`src/design/dpau_pkg.sv`:
```
// Shared types and constants for the dual pulse audio unit.
// Holds the action codes, register offsets, duty and length tables.
// No dependencies.
package dpau_pkg;

  typedef enum logic [1:0] {
    ACT_TICK  = 2'd0,
    ACT_WRITE = 2'd1,
    ACT_READ  = 2'd2,
    ACT_NONE  = 2'd3
  } dpau_action_t;

  // Per-channel register select, low two offset bits
  localparam logic [1:0] OFF_CH_CTRL = 2'd0;
  localparam logic [1:0] OFF_CH_LO   = 2'd2;
  localparam logic [1:0] OFF_CH_HI   = 2'd3;

  localparam logic [4:0] OFF_PCM    = 5'h11;
  localparam logic [4:0] OFF_STATUS = 5'h15;

  localparam logic [12:0] QUARTER_LAST = 13'd7456;
  localparam logic [13:0] HALF_LAST    = 14'd14912;

  localparam logic [15:0] MIX_PULSE = 16'd493;
  localparam logic [15:0] MIX_PCM   = 16'd131;

  localparam logic [7:0] DUTY_BITS [4] = '{8'h02, 8'h06, 8'h1E, 8'hF9};

  localparam logic [7:0] LENGTH_LOAD [32] = '{
    8'd10,  8'd254, 8'd20, 8'd2,  8'd40, 8'd4,  8'd80, 8'd6,
    8'd160, 8'd8,   8'd60, 8'd10, 8'd14, 8'd12, 8'd26, 8'd14,
    8'd12,  8'd16,  8'd24, 8'd18, 8'd48, 8'd20, 8'd96, 8'd22,
    8'd192, 8'd24,  8'd72, 8'd26, 8'd16, 8'd28, 8'd32, 8'd30
  };

  // Strobes from the bus decoder into one pulse channel
  typedef struct packed {
    logic tick;
    logic env_clk;
    logic len_clk;
    logic wr_ctrl;
    logic wr_lo;
    logic wr_hi;
    logic wr_enable;
    logic enable_bit;
  } dpau_ch_ctl_t;

endpackage

```
`src/design/dpau_pulse_channel.sv`:
```
// One square pulse channel: timer, duty sequencer, envelope and length counter.
// Gives the level after the current item is applied.
// Depends on dpau_pkg.
module dpau_pulse_channel (
  input  logic                 clk,
  input  logic                 rst,
  input  dpau_pkg::dpau_ch_ctl_t ctl,
  input  logic [7:0]           wdata,
  output logic [3:0]           level,
  output logic                 len_active
);
  import dpau_pkg::*;

  logic [11:0] timer, timer_next;
  logic [10:0] period, period_next;
  logic [2:0]  step, step_next;
  logic [1:0]  duty, duty_next;
  logic        halt, halt_next;
  logic        const_vol, const_vol_next;
  logic [3:0]  vol, vol_next;
  logic        restart, restart_next;
  logic [3:0]  env_level, env_level_next;
  logic [3:0]  env_count, env_count_next;
  logic [7:0]  length, length_next;
  logic        enabled, enabled_next;
  logic [7:0]  duty_pattern;

  always_comb begin
    timer_next     = timer;
    period_next    = period;
    step_next      = step;
    duty_next      = duty;
    halt_next      = halt;
    const_vol_next = const_vol;
    vol_next       = vol;
    restart_next   = restart;
    env_level_next = env_level;
    env_count_next = env_count;
    length_next    = length;
    enabled_next   = enabled;

    if (ctl.tick) begin
      if (timer == 12'd0) begin
        timer_next = {period, 1'b1};
        step_next  = step + 3'd1;
      end else begin
        timer_next = timer - 12'd1;
      end
    end

    if (ctl.env_clk) begin
      if (restart) begin
        restart_next   = 1'b0;
        env_level_next = 4'hF;
        env_count_next = vol;
      end else if (env_count == 4'd0) begin
        env_count_next = vol;
        if (env_level != 4'd0) begin
          env_level_next = env_level - 4'd1;
        end else if (halt) begin
          env_level_next = 4'hF;
        end
      end else begin
        env_count_next = env_count - 4'd1;
      end
    end

    if (ctl.len_clk && length != 8'd0 && !halt) begin
      length_next = length - 8'd1;
    end

    if (ctl.wr_ctrl) begin
      duty_next      = wdata[7:6];
      halt_next      = wdata[5];
      const_vol_next = wdata[4];
      vol_next       = wdata[3:0];
    end

    if (ctl.wr_lo) begin
      period_next[7:0] = wdata;
    end

    if (ctl.wr_hi) begin
      period_next[10:8] = wdata[2:0];
      if (enabled) begin
        length_next = LENGTH_LOAD[wdata[7:3]];
      end
      step_next    = 3'd0;
      restart_next = 1'b1;
    end

    if (ctl.wr_enable) begin
      enabled_next = ctl.enable_bit;
      if (!ctl.enable_bit) begin
        length_next = 8'd0;
      end
    end
  end

  // Level as seen after this item
  always_comb begin
    duty_pattern = DUTY_BITS[duty_next];
    if (!enabled_next || length_next == 8'd0 || period_next[10:3] == 8'd0 ||
        !duty_pattern[step_next]) begin
      level = 4'd0;
    end else if (const_vol_next) begin
      level = vol_next;
    end else begin
      level = env_level_next;
    end
  end

  assign len_active = (length_next != 8'd0);

  always_ff @(posedge clk) begin
    if (rst) begin
      timer     <= '0;
      period    <= '0;
      step      <= '0;
      duty      <= '0;
      halt      <= 1'b0;
      const_vol <= 1'b0;
      vol       <= '0;
      restart   <= 1'b0;
      env_level <= '0;
      env_count <= '0;
      length    <= '0;
      enabled   <= 1'b0;
    end else begin
      timer     <= timer_next;
      period    <= period_next;
      step      <= step_next;
      duty      <= duty_next;
      halt      <= halt_next;
      const_vol <= const_vol_next;
      vol       <= vol_next;
      restart   <= restart_next;
      env_level <= env_level_next;
      env_count <= env_count_next;
      length    <= length_next;
      enabled   <= enabled_next;
    end
  end

endmodule

```
`src/design/dual_pulse_audio_unit.sv`:
```
// Top level of the dual pulse audio unit: bus decode, frame dividers, mixer.
// Depends on dpau_pkg and dpau_pulse_channel.
//
// Usage:
//   Input stream s_axis: one item per bus event. tuser carries the action
//   (tick, register write, status read); tdata carries the register offset
//   and the write byte. Output stream m_axis: one item per input item with
//   both pulse levels, the PCM level, the 16-bit mix and the status bits.
//   The channel state is updated at the edge where an item is accepted; the
//   levels after that item are captured in a stage register, and the mix
//   multiply-add then fills the output register from it. Throughput is one
//   item per cycle while the receiver takes the output, as both channels
//   update their whole state on every accepted item.
//   Reset clears all channel state, the PCM level, both dividers and the
//   pipeline. When the receiver stalls, the output register holds and the
//   stage register still takes one more item; after that s_axis_tready drops
//   until the output is taken.
module dual_pulse_audio_unit (
  input  logic        clk,
  input  logic        rst,
  input  logic        s_axis_tvalid,
  output logic        s_axis_tready,
  input  logic [1:0]  s_axis_tuser,   // [1:0] action
  input  logic [15:0] s_axis_tdata,   // [4:0] reg_offset, [12:5] write_data, [15:13] zero
  output logic        m_axis_tvalid,
  input  logic        m_axis_tready,
  // [3:0] pulse_one_level, [7:4] pulse_two_level, [15:8] pcm_level,
  // [31:16] mixed_level, [33:32] read_data, [39:34] zero
  output logic [39:0] m_axis_tdata
);
  import dpau_pkg::*;

  logic         accept;
  dpau_action_t action;
  logic [4:0]   reg_offset;
  logic [7:0]   write_data;
  logic         is_tick, is_write, is_read;

  logic [12:0]  quarter_div, quarter_div_next;
  logic [13:0]  half_div, half_div_next;
  logic         env_clk, len_clk;
  logic [7:0]   pcm, pcm_next;

  dpau_ch_ctl_t ch_ctl [2];
  logic [3:0]   ch_level [2];
  logic         ch_len_active [2];
  logic [1:0]   status;

  // Stage register
  logic         st_valid;
  logic [3:0]   st_p1, st_p2;
  logic [7:0]   st_pcm;
  logic [1:0]   st_status;

  // Output register
  logic         out_valid;
  logic [3:0]   out_p1, out_p2;
  logic [7:0]   out_pcm;
  logic [15:0]  out_mix;
  logic [1:0]   out_status;

  logic         out_load;
  logic [4:0]   pulse_sum;
  logic [15:0]  mix_next;

  assign out_load      = !out_valid || m_axis_tready;
  assign s_axis_tready = !st_valid || out_load;
  assign accept        = s_axis_tvalid && s_axis_tready;

  assign action     = dpau_action_t'(s_axis_tuser);
  assign reg_offset = s_axis_tdata[4:0];
  assign write_data = s_axis_tdata[12:5];
  assign is_tick    = accept && action == ACT_TICK;
  assign is_write   = accept && action == ACT_WRITE;
  assign is_read    = accept && action == ACT_READ;

  // Wrapping frame dividers
  always_comb begin
    quarter_div_next = quarter_div;
    half_div_next    = half_div;
    env_clk          = 1'b0;
    len_clk          = 1'b0;
    if (is_tick) begin
      if (quarter_div == QUARTER_LAST) begin
        quarter_div_next = '0;
        env_clk          = 1'b1;
      end else begin
        quarter_div_next = quarter_div + 13'd1;
      end
      if (half_div == HALF_LAST) begin
        half_div_next = '0;
        len_clk       = 1'b1;
      end else begin
        half_div_next = half_div + 14'd1;
      end
    end
  end

  assign pcm_next = (is_write && reg_offset == OFF_PCM) ? write_data : pcm;

  for (genvar c = 0; c < 2; c++) begin : g_ch
    logic ch_write;
    assign ch_write = is_write && !reg_offset[4] && !reg_offset[3] &&
                      reg_offset[2] == 1'(c);

    assign ch_ctl[c].tick       = is_tick;
    assign ch_ctl[c].env_clk    = env_clk;
    assign ch_ctl[c].len_clk    = len_clk;
    assign ch_ctl[c].wr_ctrl    = ch_write && reg_offset[1:0] == OFF_CH_CTRL;
    assign ch_ctl[c].wr_lo      = ch_write && reg_offset[1:0] == OFF_CH_LO;
    assign ch_ctl[c].wr_hi      = ch_write && reg_offset[1:0] == OFF_CH_HI;
    assign ch_ctl[c].wr_enable  = is_write && reg_offset == OFF_STATUS;
    assign ch_ctl[c].enable_bit = write_data[c];

    dpau_pulse_channel u_ch (
      .clk        (clk),
      .rst        (rst),
      .ctl        (ch_ctl[c]),
      .wdata      (write_data),
      .level      (ch_level[c]),
      .len_active (ch_len_active[c])
    );
  end

  assign status = (is_read && reg_offset == OFF_STATUS) ?
                  {ch_len_active[1], ch_len_active[0]} : 2'b00;

  always_ff @(posedge clk) begin
    if (rst) begin
      quarter_div <= '0;
      half_div    <= '0;
      pcm         <= '0;
    end else begin
      quarter_div <= quarter_div_next;
      half_div    <= half_div_next;
      pcm         <= pcm_next;
    end
  end

  // Stage register: levels after the item
  always_ff @(posedge clk) begin
    if (rst) begin
      st_valid <= 1'b0;
    end else if (s_axis_tready) begin
      st_valid <= s_axis_tvalid;
    end
  end

  always_ff @(posedge clk) begin
    if (accept) begin
      st_p1     <= ch_level[0];
      st_p2     <= ch_level[1];
      st_pcm    <= pcm_next;
      st_status <= status;
    end
  end

  assign pulse_sum = {1'b0, st_p1} + {1'b0, st_p2};
  assign mix_next  = 16'({11'd0, pulse_sum} * MIX_PULSE) +
                     16'({8'd0, st_pcm} * MIX_PCM);

  always_ff @(posedge clk) begin
    if (rst) begin
      out_valid <= 1'b0;
    end else if (out_load) begin
      out_valid <= st_valid;
    end
  end

  always_ff @(posedge clk) begin
    if (out_load && st_valid) begin
      out_p1     <= st_p1;
      out_p2     <= st_p2;
      out_pcm    <= st_pcm;
      out_mix    <= mix_next;
      out_status <= st_status;
    end
  end

  assign m_axis_tvalid = out_valid;
  assign m_axis_tdata  = {6'd0, out_status, out_mix, out_pcm, out_p2, out_p1};

endmodule

```
`config.mk`:
```
export PLATFORM = sky130hd
export DESIGN_NAME = dual_pulse_audio_unit
export DESIGN_NICKNAME = d
export VERILOG_FILES = /design/src/design/dpau_pkg.sv /design/src/design/dpau_pulse_channel.sv /design/src/design/dual_pulse_audio_unit.sv
export SDC_FILE = /design/constraint.sdc
export NUM_CORES = 1
export LEC_CHECK = 0
export BUFFER_PORTS_ARGS = -buffer_cell sky130_fd_sc_hd__buf_4
export CORE_ASPECT_RATIO = 1.75
export CORE_MARGIN = 2
export CORE_UTILIZATION = 56
export CTS_CLUSTER_DIAMETER = 100
export DETAILED_ROUTE_END_ITERATION = 8
export MAX_ROUTING_LAYER = met4
export PLACE_DENSITY = 0.87
export SETUP_SLACK_MARGIN = 0.15
export SYNTH_ARGS = -nofsm -noshare
export SYNTH_HDL_FRONTEND = slang
export SYNTH_SLANG_ARGS = --single-unit
```
`constraint.sdc`:
```
create_clock -name clk -period 5.36 [get_ports clk]
set_input_delay 1.072 -clock clk [delete_from_list [all_inputs] [get_ports clk]]
set_output_delay 1.072 -clock clk [all_outputs]
set_load 0.1 [all_outputs]
```
==> parameters.txt <==
Parameter                              Value

Clock tree
  Post-CTS Hold Fix Bufs    0
  H-tree level count    4
  Skew-Pair Late Insertion Delay    around 0.45 ns
  Clock tree root driver cell    clkbuf_16
  Maximum count of clock buffers along a single path    2
  Num CTS Buffers    17
  CTS tree    built
  Reg clk slew, reported paths    ~0.07 ns
  CTS Sinks    about 190

Yosys
  Share of async-settable or async-resettable flops after synthesis    0%
  Synthesized netlist cell count    ~1300
  Per-instance average area after synthesis    between 9 and 10 µm²
  Fraction of the yosys area taken by sequential cells    37.30%
  Top-area cell type share of the netlist area    24.02%
  Post-synthesis instance area    between 10000 and 15000 µm²
  Cell types with the highest counts after synthesis    nor2_1 (156), dfxtp_1 (141), inv_1 (118)
  Synthesis-stage register bit count    around 190
  Cell with the most instances after synthesis    nor2_1
  Number of enable flip-flop cells after synthesis    52
  Cell type contributing the most total cell area after synthesis    dfxtp_1
  Largest cells by area after synthesis    dfxtp_1 (24%), edfxtp_1 (13%), ha_1 (8.7%), fa_1 (5.5%), nor2_1 (5.0%)
  Most used DFF post-synth    dfxtp_1
  Number of warnings printed during yosys synthesis    0
  Yosys cell types    88

GRT
  Combined global-route utilization of all metal layers    between 20% and 30%
  Vias in the first global route    9802
  Global-route wire length before repair    46.67 mm
  Leftover overflow at the end of global routing    0
  Antenna violations before repair    0
  Largest net degree at the start of global routing    74

Run status
  Status    completed

Critical path
  Critical Path Fanout Max    3
  Destination of the worst register-to-register timing path    out_mix[14]
  Worst Setup Start Kind    flip-flop
  Data required, critical path    between 5 and 6 ns
  R2r setup slk    around 0.05 ns
  Worst endpoint data arrival time    about 5.5 ns
  R2r startpoint    st_p1[0]
  Critical Path Most Common Cell    fa_1
  Crit-path cells    ha_2, fa_2, xor2_4, fa_1, fa_1, inv_1, fa_1, inv_1, fa_1, fa_1, inv_2, ha_4, buf_6, nor2_4, nor3_4, nand4_1, a31oi_1, xor2_1
  Critical setup path kind    reg -> reg
  Cell with the biggest individual delay on the critical path    fa_1
  Path depth of the worst reg2reg path    18
  Delay of the slowest cell on the worst path    0.55 ns
  Kind of end point of the critical path    flip-flop

Hold path
  Worst Min Path Start    st_status[0]
  Worst hold stages    0
  Endpoint, Worst Hold    out_status[0]
  Hold crit path type    reg -> reg

Placement
  Area of placed instances    approximately 12000 µm²
  Final weighted congestion in routability-driven placement    about 0.90
  Count of input and output buffers    54
  DPL Wire Length    around 21 mm

STA
  Relative slew margins    between 30% and 40%
  Setup total negative slack    0 ns
  Setup-violating endpoint count in the final report    0
  Smallest hold slack    ~0.44 ns
  Post-route fraction of the period consumed by the critical path    around 99%
  Maximum clock frequency    188.4 MHz
  Number of pins exceeding their max-slew limit in the final report    0
  Setup repair after global routing missed its margin    true
  Final Skew    around 0.0099 ns
  Transition time at the pin with the least slew margin    between 0.9 and 1 ns
  Post-layout minimum cycle time    between 5 and 6 ns
  Hold violation total from the final report    0

Floorplanning
  # rows    70
  Effective utilization at floorplan    between 50% and 60%
  Die extent in y    between 150 and 200 µm
  Ports placed on the boundary    between 60 and 70
  Placeable core region    between 20000 and 25000 µm²
  Full die area    22210 µm²
  Chip width    around 110 µm

Detailed routing
  1st-iter DRT viols    ~630
  DRC violations left    0
  Pre-Repair DR Iteration Count    7
  Routed wirelength normalized by instance count    18.49 µm
  Via density per instance    just over 6
  Remaining number of nets flagged by the antenna check after routing    0
  Final WL    roughly 30 mm
  Via count    about 9900

Cells and area
  Share of layout cells above drive strength 1    between 10 and 15%
  Post-route design area    13360 µm²
  Antenna Diode Count    0
  Final design utilization    64.35%
  Synth-to-layout area growth    13.64%
  NumNets Final    ~1500

Power and ir drop
  Power per standard cell area    slightly above 400 nW/µm²
  Post-layout total power    5.420 mW
  Pleak    5.455 nW
  Peak supply drop    ~250 µV

Run
  Maxcap violations    0
[per-stage QoR]
| stage | setup slack [ns] | std cells |
|---|---|---|
| 6_report | 0.05083 | 1619 |
| 5_1_grt | -0.1441 | 1619 |
| 4_1_cts | 0.09696 | 1614 |
| 3_5_place_dp | -0.1087 | 1576 |
| 3_3_place_gp | 0.08714 | 1576 |
| 2_1_floorplan | 0.1675 | 1304 |
[registers in the layout (all words and copies together), names as in the netlist, 8 cells and up]
signal / count
g_ch.u_ch.vol: 8
g_ch.u_ch.timer: 24
pcm: 8
g_ch.u_ch.env_count: 8
half_div: 14
g_ch.u_ch.length: 16
out_mix: 16
g_ch.u_ch.env_level: 8
quarter_div: 13
out_pcm: 8
st_pcm: 8
g_ch.u_ch.period: 22
[report_power, final]
group | internal (mW) | switching, mW | total, mW
clock network | 0.616 | 0.614 | 1.23
registers | 1.63 | 0.0395 | 1.67
logic | 0.987 | 1.53 | 2.52
total | 3.24 | 2.18 | 5.42
[placed cells by master (no fill, tap or decap), types with 10 or more instances in the layout]
master	instances
edfxtp_1	52
mux2i_1	42
nand3_1	38
a21oi_1	80
nor3b_1	12
xor2_1	22
dfxtp_1	141
nor3_1	43
inv_1	110
a21o_1	11
nor4_1	17
buf_4	85
nor2_1	155
ha_1	70
o21ai_0	32
nand2b_1	10
fa_1	30
a211oi_1	16
nand2_1	67
or3_1	14
nor2b_1	26
clkbuf_16	17
xnor2_1	22
and3_1	13
nand4_1	21
[metal layers]
layer | track usage, % | wire, µm | vias to the layer above
met5 | - | 0 | -
met1 | 26.67 | 10430 | 4733
li1 | - | - | 4702
met3 | 3.707 | 1319 | 128
met2 | 49.01 | 16030 | 371
met4 | 19.11 | 2164 | 0
[how the worst max path moves through the flow]
stage	end	depth (start not counted)	slack [ns]	from
2_1_floorplan	out_mix[15]	17	0.17	st_p1[0]
3_3_place_gp	out_mix[15]	20	0.09	st_p1[1]
3_5_place_dp	out_mix[15]	18	-0.11	st_p1[1]
4_1_cts	out_mix[14]	18	0.1	st_p2[0]
5_1_grt	out_mix[14]	22	-0.14	st_p1[1]
6_report	out_mix[14]	18	0.05	st_p1[0]
[cell families after synthesis]
group | after synthesis | synth area share, %
buffers and inverters | 174 | 5.865
adder cells (fa/ha/maj) | 114 | 14.18
AO/OA/AOI/OAI | 238 | 13.26
multiplexers | 49 | 4.247
flip-flops | 193 | 37.30
other | 1 | 0.03190
AND/OR/NAND/NOR | 484 | 21.68
XOR/XNOR | 46 | 3.428
[final cells by class]
class	count	area (µm²)
Timing Repair Buffer	87	660.6
Inverter	118	442.9
Clock inverter	15	142.6
Sequential cell	193	4384
Multi-Input combinational cell	937	6985
Clock buffer	17	425.4
Tap cell	252	315.3
Fill cell	1567	7401
[repair_timing]
| item | in CTS | in global routing |
|---|---|---|
| pin swaps | 22 | 33 |
| setup buffers | 6 | 5 |
| endpoints found under the setup margin | 6 | 8 |
| gates resized for setup | 19 | 34 |
[critical path: cells and delay by family, from the launching register on]
kind	cells	cell delay (ns)
flip-flops	1	0.42
AND/OR/NAND/NOR	3	0.36
buffers and inverters	4	0.26
XOR/XNOR	2	0.33
adder cells (fa/ha/maj)	8	3.45
AO/OA/AOI/OAI	1	0.22
No activity file was read; power rests on OpenSTA's default activity.
